--- src/design/lprt_pkg.sv ---
// Types, codes and helpers shared by the IPv4 route table core.
// No dependencies; imported by lprt_cell, lprt_pick_tree and the top level.
`timescale 1ns / 1ps

package lprt_pkg;

    localparam int ADDR_W   = 32;
    localparam int PLEN_W   = 6;
    localparam int METRIC_W = 16;
    localparam int IFACE_W  = 4;
    localparam int FUNC_W   = 2;
    localparam int STATUS_W = 2;
    localparam int MAX_PLEN = 32;
    localparam int S_DATA_W = 96;   // 90 payload bits padded to bytes
    localparam int M_DATA_W = 56;   // 55 payload bits padded to bytes

    typedef enum logic [FUNC_W-1:0] {
        FUNC_ADD    = 2'd0,
        FUNC_DELETE = 2'd1,
        FUNC_LOOKUP = 2'd2,
        FUNC_UNUSED = 2'd3
    } func_t;

    typedef enum logic [STATUS_W-1:0] {
        STATUS_OK        = 2'd0,
        STATUS_HOST_BITS = 2'd1,
        STATUS_FULL      = 2'd2,
        STATUS_NOT_FOUND = 2'd3
    } status_t;

    typedef enum logic [1:0] {
        ST_IDLE,
        ST_EXEC,
        ST_RESP
    } state_t;

    typedef struct packed {
        logic [ADDR_W-1:0]   dest;
        logic [PLEN_W-1:0]   plen;
        logic [ADDR_W-1:0]   gateway;
        logic [METRIC_W-1:0] metric;
        logic [IFACE_W-1:0]  iface;
    } entry_t;

    typedef struct packed {
        func_t             op;
        entry_t            ent;
        logic [ADDR_W-1:0] mask;
    } cmd_t;

    typedef struct packed {
        logic insert;    // sorted insert, cells at or after the slot shift right
        logic replace;   // overwrite the last cell (default route)
        logic remove;    // cells at or after the match shift left
    } cell_ctl_t;

    typedef struct packed {
        logic                hit;
        logic [ADDR_W-1:0]   gateway;
        logic [IFACE_W-1:0]  iface;
        logic [METRIC_W-1:0] metric;
    } pick_t;

    // plen is already saturated to 32
    function automatic logic [ADDR_W-1:0] prefix_mask(input logic [PLEN_W-1:0] plen);
        logic [ADDR_W-1:0] m;
        if (plen == '0) begin
            m = '0;
        end else begin
            m = {ADDR_W{1'b1}} << (PLEN_W'(MAX_PLEN) - plen);
        end
        return m;
    endfunction

    // a sorts strictly before b: longer prefix, then lower dest, then lower metric
    function automatic logic sorts_before(input entry_t a, input entry_t b);
        logic r;
        if (a.plen != b.plen) begin
            r = (a.plen > b.plen);
        end else if (a.dest != b.dest) begin
            r = (a.dest < b.dest);
        end else begin
            r = (a.metric < b.metric);
        end
        return r;
    endfunction

endpackage

--- src/design/lprt_cell.sv ---
// One slot of the sorted route chain: holds an entry, compares it against
// the current command and shifts toward either neighbor. Uses lprt_pkg.
`timescale 1ns / 1ps

module lprt_cell import lprt_pkg::*; #(
    parameter int CELL_IDX = 0,
    parameter int CNT_W    = 7
) (
    input  logic             aclk,
    input  cmd_t             cmd,
    input  cell_ctl_t        ctl,
    input  logic [CNT_W-1:0] count,
    input  entry_t           left_ent,
    input  logic             left_sb,
    input  entry_t           right_ent,
    output entry_t           ent,
    output logic             sb,
    output pick_t            leaf
);

    entry_t ent_reg;
    entry_t ent_next;
    logic   occupied;
    logic   is_last;
    logic   ge;
    logic   eq;
    logic   match;

    assign occupied = (CNT_W'(CELL_IDX) < count);
    assign is_last  = (CNT_W'(CELL_IDX + 1) == count);

    // empty slots sort after everything, so the insert slot is the first sb cell
    assign sb = !occupied || sorts_before(cmd.ent, ent_reg);
    // first cell whose key is not below the request; equal keys sit together
    assign ge = !occupied || !sorts_before(ent_reg, cmd.ent);
    assign eq = occupied && (ent_reg.dest == cmd.ent.dest) &&
                (ent_reg.plen == cmd.ent.plen) && (ent_reg.metric == cmd.ent.metric);
    assign match = occupied &&
                   (((cmd.ent.dest ^ ent_reg.dest) & prefix_mask(ent_reg.plen)) == '0);

    always_comb begin
        leaf.hit     = (cmd.op == FUNC_LOOKUP) ? match : eq;
        leaf.gateway = ent_reg.gateway;
        leaf.iface   = ent_reg.iface;
        leaf.metric  = ent_reg.metric;
    end

    always_comb begin
        ent_next = ent_reg;
        if (ctl.insert && sb) begin
            ent_next = left_sb ? left_ent : cmd.ent;
        end
        if (ctl.replace && is_last) begin
            ent_next = cmd.ent;
        end
        if (ctl.remove && ge) begin
            ent_next = right_ent;
        end
    end

    always_ff @(posedge aclk) begin
        ent_reg <= ent_next;
    end

    assign ent = ent_reg;

endmodule

--- config.mk ---
export PLATFORM = sky130hd
export DESIGN_NAME = lprt_cell
export DESIGN_NICKNAME = d
export VERILOG_FILES = /design/src/design/lprt_pkg.sv /design/src/design/lprt_cell.sv
export SDC_FILE = /design/constraint.sdc
export NUM_CORES = 1
export LEC_CHECK = 0
export ABC_AREA = 1
export ABC_CLOCK_PERIOD_IN_PS = 11000
export BUFFER_PORTS_ARGS = -buffer_cell sky130_fd_sc_hd__buf_2
export CORE_AREA = 2 2 179 181
export DETAILED_ROUTE_END_ITERATION = 8
export DIE_AREA = 0 0 181 183
export PLACE_DENSITY = 0.61
export SYNTH_ARGS = -nofsm -noshare
export SYNTH_HDL_FRONTEND = slang
export SYNTH_SLANG_ARGS = --single-unit
--- constraint.sdc ---
create_clock -name aclk -period 11 [get_ports aclk]
set_clock_uncertainty 0.05 [all_clocks]
set_input_delay 0.55 -clock aclk [delete_from_list [all_inputs] [get_ports aclk]]
set_output_delay 0.55 -clock aclk [all_outputs]
set_load 0.01 [all_outputs]
==> Implementation_results.wiki, run 1 <==
{| class="wikitable"
! Metric !! Value
|-
| Number of flops mapped to enable cells by yosys || 90
|-
| Worst Setup Path Type || reg -> reg
|-
| Postcts setup bufs || 0
|-
| Root Buffer || sky130_fd_sc_hd__clkbuf_16
|-
| Worst-case headroom to the max-slew limit || 0.270
|-
| Maximum level of the CTS H-tree || 3
|-
| Worst Min Path Start || right_ent[25]
|-
| Max rail drop VDD || 91.5 uV
|-
| Setup slack on the worst flop-to-flop path || 5840 ps
|-
| Commonest non-fill, non-tap cells in the layout || 426 x sky130_fd_sc_hd__buf_2, 285 x sky130_fd_sc_hd__nand2_1, 109 x sky130_fd_sc_hd__inv_1
|-
| Min Tclk post-route || 5160 ps
|-
| Multiplexer fraction of the synthesized cell area || 0.127
|-
| Endpoint of the lowest-slack register-to-register path || ent[32]
|-
| Hold buffers post-CTS || 0
|-
| Xor/xnor cell area share of the yosys netlist || 0
|-
| Global-route wire length before repair || 42.1 mm
|-
| Routed len/inst || 16.5 um
|-
| Startpoint of the worst register-to-register path || ent[88]
|-
| Critical path cell sequence || ha_1, nand2_1, nor2_2, nand2_1, inv_2, nand2_2, nor2_2, nand2_1, nor2_1, a21oi_1, nand2_4, nand2_4, nand3_4, buf_4
|-
| Vias in the first global route || 7,489
|-
| Simple-gate portion of the synthesized area || 0.275
|-
| Synthesis warning total || 0
|-
| Hold/Removal Path Class || in -> reg
|-
| Complex-gate fraction of the synthesized area || 0.0273
|-
| Adder-cell area share of the yosys netlist || 0.0910
|-
| Share of the clock period used by the worst path || 0.469
|-
| Biggest fanout along the worst timing path || 91
|-
| Sequential-to-total area share from yosys stat || 0.339
|-
| Synthesized area per cell || 8.44 um^2
|-
| Arrival time worst endpoint || around 5000 ps
|-
| Vias per cell || roughly 4.4
|-
| Worst Hold Depth || 3
|-
| Total clock buffers created by CTS || 9
|-
| Peak clock frequency supported by timing || just under 200 MHz
|-
| Total count of hold-check failures in the final report || 0
|-
| Wire length on met3 || 1.63 mm
|-
| Number of filler cells placed in the layout || 3,331
|-
| TritonCTS clock tree || yes
|-
| Required time at the worst-slack endpoint || 10,940 ps
|-
| Mapped Area || 7980 um^2
|-
| Result of the run || finished clean
|-
| Max-capacitance violation count || 0
|-
| Clock transition at the registers of the reported paths || 70 ps
|-
| Power density over cell area || roughly 230 nW/um^2
|-
| Quantity of I/O buffers inserted on ports || 427
|-
| Total of flip-flops plus latches after synthesis || 90
|-
| Critical Path Max Stage Delay || between 800 and 900 ps
|-
| Setup violation total in the final timing report || 0
|-
| Post-synth cell types || 31
|-
| All-layer global routing usage || 0.167
|-
| Commonest non-fill, non-tap cell in the layout || sky130_fd_sc_hd__buf_2
|-
| Transition time of the tightest slew-check pin || 1100 ps
|-
| Antenna violations before repair || 7
|-
| Floorplan core area || 31,200 um^2
|-
| Final instance area || 10,300 um^2
|-
| Post-Route M1 WL || 11.8 mm
|-
| Detailed-route DRC error count || 0
|-
| Leakage power || about 5.5 nW
|-
| Util after Layout || 0.330
|-
| Number of detailed-route iterations in the first pass || 5
|-
| Asr flop ratio synth || 0
|-
| DP Wirelength || about 22 mm
|-
| Sum of routed wire length over all layers || 28.2 mm
|-
| Final estimated routing congestion in global placement || 0.923
|-
| Combinational family with the most area after synthesis || simple AND/OR/NAND/NOR gates
|-
| Min-Delay Endpoint || ent[25]
|-
| Topmost layer with routed signal wires || met4
|-
| Fraction of final layout cells with drive strength greater than 1 || 0.462
|-
| Total of cells resized after clock tree synthesis || 0
|-
| Metal2 WL || between 10 and 15 mm
|-
| I/O Pins || 460
|-
| Via Count || 7,467
|-
| Setup tns final || 0 ps
|-
| Post-DP Area || 9980 um^2
|-
| Initial Utilization || 0.255
|-
| Final Hold Slack || 446 ps
|-
| Vert. Die Dim || 183 um
|-
| Largest net degree at the start of global routing || 92
|-
| Congestion Overflow GR || 0
|-
| Standard cell with the maximum stage delay on the critical path || sky130_fd_sc_hd__nand3_4
|-
| Post-layout power || 2.32 mW
|-
| Area Overhead vs Synth || 29.0%
|-
| Most used cell along the critical path || sky130_fd_sc_hd__nand2_1
|-
| Max Buffers Root-to-Sink || 2
|-
| Crit path launch type || register
|-
| Number of cells produced by synthesis || 945
|-
| Horizontal die dimension || 181 um
|-
| Area of the die || 33,100 um^2
|-
| Number of DRC violations after detailed-routing iteration 0 || between 300 and 400
|-
| Net count after synthesis || 1,319
|-
| Setup repair after global routing missed its margin || false
|-
| Latest clock arrival within the worst-skew pair || 360 ps
|-
| Max-slew violation total from the final report || 0
|-
| Clock Sinks || 90
|-
| Final layout net count || 1,669
|-
| Most common flop cell mapped by yosys || sky130_fd_sc_hd__edfxtp_1
|-
| Number of flip-flops under the largest register name || 90
|-
| Path depth of the worst reg2reg path || 14
|-
| Number of standard-cell rows in the floorplan || 65
|-
| Crit path capture type || register
|-
| Detail Route Antenna Nets || 0
|}
[layout make-up]
cell class,count,area (um^2),area share
multi-input combinational,651,4180,0.407
sequential,90,2700,0.263
timing repair buffer,431,2170,0.211
tap,402,503,0.0489
inverter,112,420,0.0409
clock buffer,10,229,0.0222
clock inverter,6,67.6,0.00657
antenna,6,15.0,0.00146
[per-layer routing]
| metal | track usage | vias up |
|---|---|---|
| li1 | - | 3776 |
| met1 | 0.199 | 3349 |
| met2 | 0.302 | 312 |
| met3 | 0.0314 | 30 |
| met4 | 0.0582 | 0 |
| met5 | 0 | - |
[cell usage after synthesis (3+ instances only)]
master | instances | area, um^2
sky130_fd_sc_hd__nand3_1 | 64 | 320
sky130_fd_sc_hd__nand4_1 | 6 | 37.5
sky130_fd_sc_hd__nand3b_1 | 4 | 30.0
sky130_fd_sc_hd__buf_2 | 27 | 135
sky130_fd_sc_hd__buf_6 | 3 | 33.8
sky130_fd_sc_hd__nand2_1 | 286 | 1070
sky130_fd_sc_hd__ha_1 | 58 | 726
sky130_fd_sc_hd__nand3_2 | 50 | 500
sky130_fd_sc_hd__mux2_2 | 90 | 1010
sky130_fd_sc_hd__o21ai_0 | 10 | 50.1
sky130_fd_sc_hd__nor2_1 | 39 | 146
sky130_fd_sc_hd__buf_4 | 54 | 405
sky130_fd_sc_hd__buf_12 | 6 | 120
sky130_fd_sc_hd__a21oi_1 | 23 | 115
sky130_fd_sc_hd__inv_1 | 109 | 409
sky130_fd_sc_hd__inv_2 | 3 | 11.3
sky130_fd_sc_hd__nand2_2 | 5 | 31.3
sky130_fd_sc_hd__nor3_1 | 3 | 15.0
sky130_fd_sc_hd__edfxtp_1 | 90 | 2700
[where the power goes]
group	switching (mW)	internal [mW]
clock	0.148	0.177
sequential	0.115	0.609
combinational	0.816	0.454
total	1.08	1.24
[kinds of logic after synthesis]
kind of cell | Yosys count
AO/OA/AOI/OAI | 40
adder cells (fa/ha/maj) | 58
buffers and inverters | 204
flip-flops | 90
multiplexers | 90
AND/OR/NAND/NOR | 463
[critical path: cells and delay by family (launching register included)]
kind,cells,cell delay [ps]
flops,1,390
fa+ha+maj,1,390
buf+inv,2,760
compound gates,1,100
simple gates,10,2980
[metrics by stage]
stage                     instances  setup WS (ps)
after floorplan                 945           5940
after global placement         1686           5490
after detailed placement       1686           5430
after CTS                      1702           5720
after global routing           1705           5360
final                          1708           5840
[worst max-delay path by stage]
stage	from	to	slack, ps	cells past startpoint
global route	ent[73]	ent[32]	5360	12
detailed placement	cmd[120]	ent[39]	5430	16
global placement	cmd[120]	ent[39]	5490	16
finish	ent[88]	ent[32]	5840	14
CTS	ent[88]	ent[29]	5720	14
floorplan	cmd[119]	ent[0]	5940	15
No activity file was read; power rests on OpenSTA's default activity.
==> run 2, diff against run 1 <==
Settings changed: ABC_CLOCK_PERIOD_IN_PS 11000 to 5000.
Clock period 11 ns to 5 ns, I/O delays scaled along.
==> Implementation_results.wiki, run 2 (same netlist as run 1, synthesis figures left out) <==
{| class="wikitable"
! Metric !! Value
|-
| Endpoint of the lowest-slack register-to-register path || ent[78]
|-
| Number of standard-cell rows in the floorplan || 65
|-
| DP Wirelength || 23.0 mm
|-
| Switching power total || 2.39 mW
|-
| Max-slew violation total from the final report || 0
|-
| Setup violation total in the final timing report || 0
|-
| Number of DRC violations after detailed-routing iteration 0 || between 300 and 400
|-
| Util after Layout || 0.330
|-
| Commonest non-fill, non-tap cells in the layout || 426 x sky130_fd_sc_hd__buf_2, 285 x sky130_fd_sc_hd__nand2_1, 109 x sky130_fd_sc_hd__inv_1
|-
| Critical path buffers and inverters || 4
|-
| TritonCTS clock tree || yes
|-
| Worst-case headroom to the max-slew limit || 0.423
|-
| Worst Min Path Start || right_ent[51]
|-
| Worst Hold Depth || 3
|-
| Share of the clock period used by the worst path || 0.782
|-
| Max rail drop VDD || 209 uV
|-
| Total count of hold-check failures in the final report || 0
|-
| Quantity of I/O buffers inserted on ports || 427
|-
| Routed len/inst || ~17 um
|-
| Crit path launch type || register
|-
| Cell Int Power || 2.69 mW
|-
| Vias per cell || 4.47
|-
| I/O Pins || 460
|-
| Path depth of the worst reg2reg path || 14
|-
| Sum of routed wire length over all layers || 28.4 mm
|-
| Maximum level of the CTS H-tree || 3
|-
| Required time at the worst-slack endpoint || 4700 ps
|-
| Critical path's top delay family || simple AND/OR/NAND/NOR gates
|-
| Part of the power in the clock network || 0.133
|-
| Number of detailed-route iterations in the first pass || 5
|-
| Standard cell with the maximum stage delay on the critical path || sky130_fd_sc_hd__buf_4
|-
| Global-route wire length before repair || 42.1 mm
|-
| Floorplan core area || 31,200 um^2
|-
| Horizontal die dimension || about 180 um
|-
| Root Buffer || sky130_fd_sc_hd__clkbuf_16
|-
| Switching portion of total power || 0.471
|-
| Setup slack on the worst flop-to-flop path || 1110 ps
|-
| Antenna violations before repair || 6
|-
| Commonest non-fill, non-tap cell in the layout || sky130_fd_sc_hd__buf_2
|-
| Total clock buffers created by CTS || 9
|-
| Hold buffers post-CTS || 0
|-
| Arrival time worst endpoint || between 3000 and 4000 ps
|-
| Detailed-route DRC error count || 0
|-
| Via Count || ~7,600
|-
| Crit path capture type || output pin
|-
| Min-Delay Endpoint || ent[51]
|-
| Clock Sinks || 90
|-
| Leakage power || 5.48 nW
|-
| Latest clock arrival within the worst-skew pair || about 350 ps
|-
| Critical path cell sequence || ha_1, nand2_1, nor2_2, nand2_1, inv_2, nand2_2, nor2_2, nand2_1, nor2_1, a21oi_1, nand2_4, buf_4, nand2_1, inv_1, buf_2
|-
| Area of the die || 33,100 um^2
|-
| Total of cells resized after clock tree synthesis || 0
|-
| Proportion of power drawn by combinational gates || 0.554
|-
| Final layout net count || 1,673
|-
| Hold/Removal Path Class || in -> reg
|-
| All-layer global routing usage || 0.167
|-
| Min Tclk post-route || 3910 ps
|-
| Setup tns final || 0 ps
|-
| Postcts setup bufs || 0
|-
| Number of flip-flops under the largest register name || 90
|-
| Area Overhead vs Synth || 29.2%
|-
| Transition time of the tightest slew-check pin || 865 ps
|-
| Result of the run || finished clean
|-
| Largest net degree at the start of global routing || 57
|-
| Most used cell along the critical path || sky130_fd_sc_hd__nand2_1
|-
| Critical Path Max Stage Delay || 710 ps
|-
| Worst Setup Path Type || reg -> out
|-
| Peak clock frequency supported by timing || around 260 MHz
|-
| Initial Utilization || 0.255
|-
| Detail Route Antenna Nets || 0
|-
| Clock transition at the registers of the reported paths || 70 ps
|-
| Setup repair after global routing missed its margin || false
|-
| Vert. Die Dim || ~180 um
|-
| Max-capacitance violation count || 0
|-
| Flop pwr share || 0.314
|-
| Congestion Overflow GR || 0
|-
| Max Buffers Root-to-Sink || 2
|-
| Fraction of final layout cells with drive strength greater than 1 || 0.463
|-
| Biggest fanout along the worst timing path || between 50 and 60
|-
| Vias in the first global route || 7,491
|-
| Final estimated routing congestion in global placement || 0.916
|-
| Startpoint of the worst register-to-register path || ent[88]
|-
| Power density over cell area || between 400 and 500 nW/um^2
|}
-- run 2: area by class of cell --
class,instances,area (um^2)
clock buffers,10,229
fillers,3333,20900
well taps,402,503
flip-flops and latches,90,2700
inverters,112,420
multi-input cells,651,4180
clock inverters,6,48.8
repair buffers,435,2210
diodes,3,7.51
-- run 2: worst register-to-register path, cell delays in order, from the launching register on --
cell                       delay [ps]
sky130_fd_sc_hd__edfxtp_1         390
sky130_fd_sc_hd__ha_1             390
sky130_fd_sc_hd__nand2_1          100
sky130_fd_sc_hd__nor2_2           120
sky130_fd_sc_hd__nand2_1           80
sky130_fd_sc_hd__inv_2             70
sky130_fd_sc_hd__nand2_2           80
sky130_fd_sc_hd__nor2_2           110
sky130_fd_sc_hd__nand2_1           80
sky130_fd_sc_hd__nor2_1           100
sky130_fd_sc_hd__a21oi_1          110
sky130_fd_sc_hd__nand2_4          500
sky130_fd_sc_hd__nand2_4          390
sky130_fd_sc_hd__nand3_4          560
sky130_fd_sc_hd__buf_4            430
-- run 2: stage by stage --
step | area [um^2] | power (mW) | worst slack, ps | cells | hold WS (ps)
6_report | 10300 | 5.09 | 1090 | 1709 | 149
5_1_grt | 10300 | 5.49 | 736 | 1708 | 133
4_1_cts | 10300 | 5.16 | 1020 | 1706 | 124
3_5_place_dp | 10000 | 4.44 | 1030 | 1690 | 509
3_3_place_gp | 10000 | 4.42 | 1090 | 1690 | 505
2_1_floorplan | 7980 | 3.65 | 80.0 | 945 | 408
-- run 2: power by group through the flow --
stage	Combinational (mW)	Sequential, mW	Clock, mW
global placement	2.82	1.60	0
global route	3.13	1.64	0.726
floorplan	1.92	1.73	0
detailed placement	2.84	1.60	0
finish	2.82	1.60	0.674
CTS	2.85	1.60	0.706
-- run 2: how the worst max path moves through the flow --
stage / from / end / slack (ps) / depth (start not counted)
global placement: cmd[120] / ent[78] / 1090 / 16
global route: ent[88] / ent[81] / 740 / 14
CTS: ent[88] / ent[78] / 1020 / 14
detailed placement: ent[73] / ent[78] / 1030 / 12
floorplan: ent[87] / ent[0] / 80 / 14
finish: ent[88] / sb / 1090 / 15
-- run 2: layer usage --
| metal | share of wire | global-route usage | up-vias |
|---|---|---|---|
| met1 | 0.42 | 0.202 | 3512 |
| met5 | 0 | 0 | - |
| li1 | - | - | 3770 |
| met2 | 0.50 | 0.301 | 325 |
| met3 | 0.056 | 0.0262 | 39 |
| met4 | 0.028 | 0.0576 | 0 |
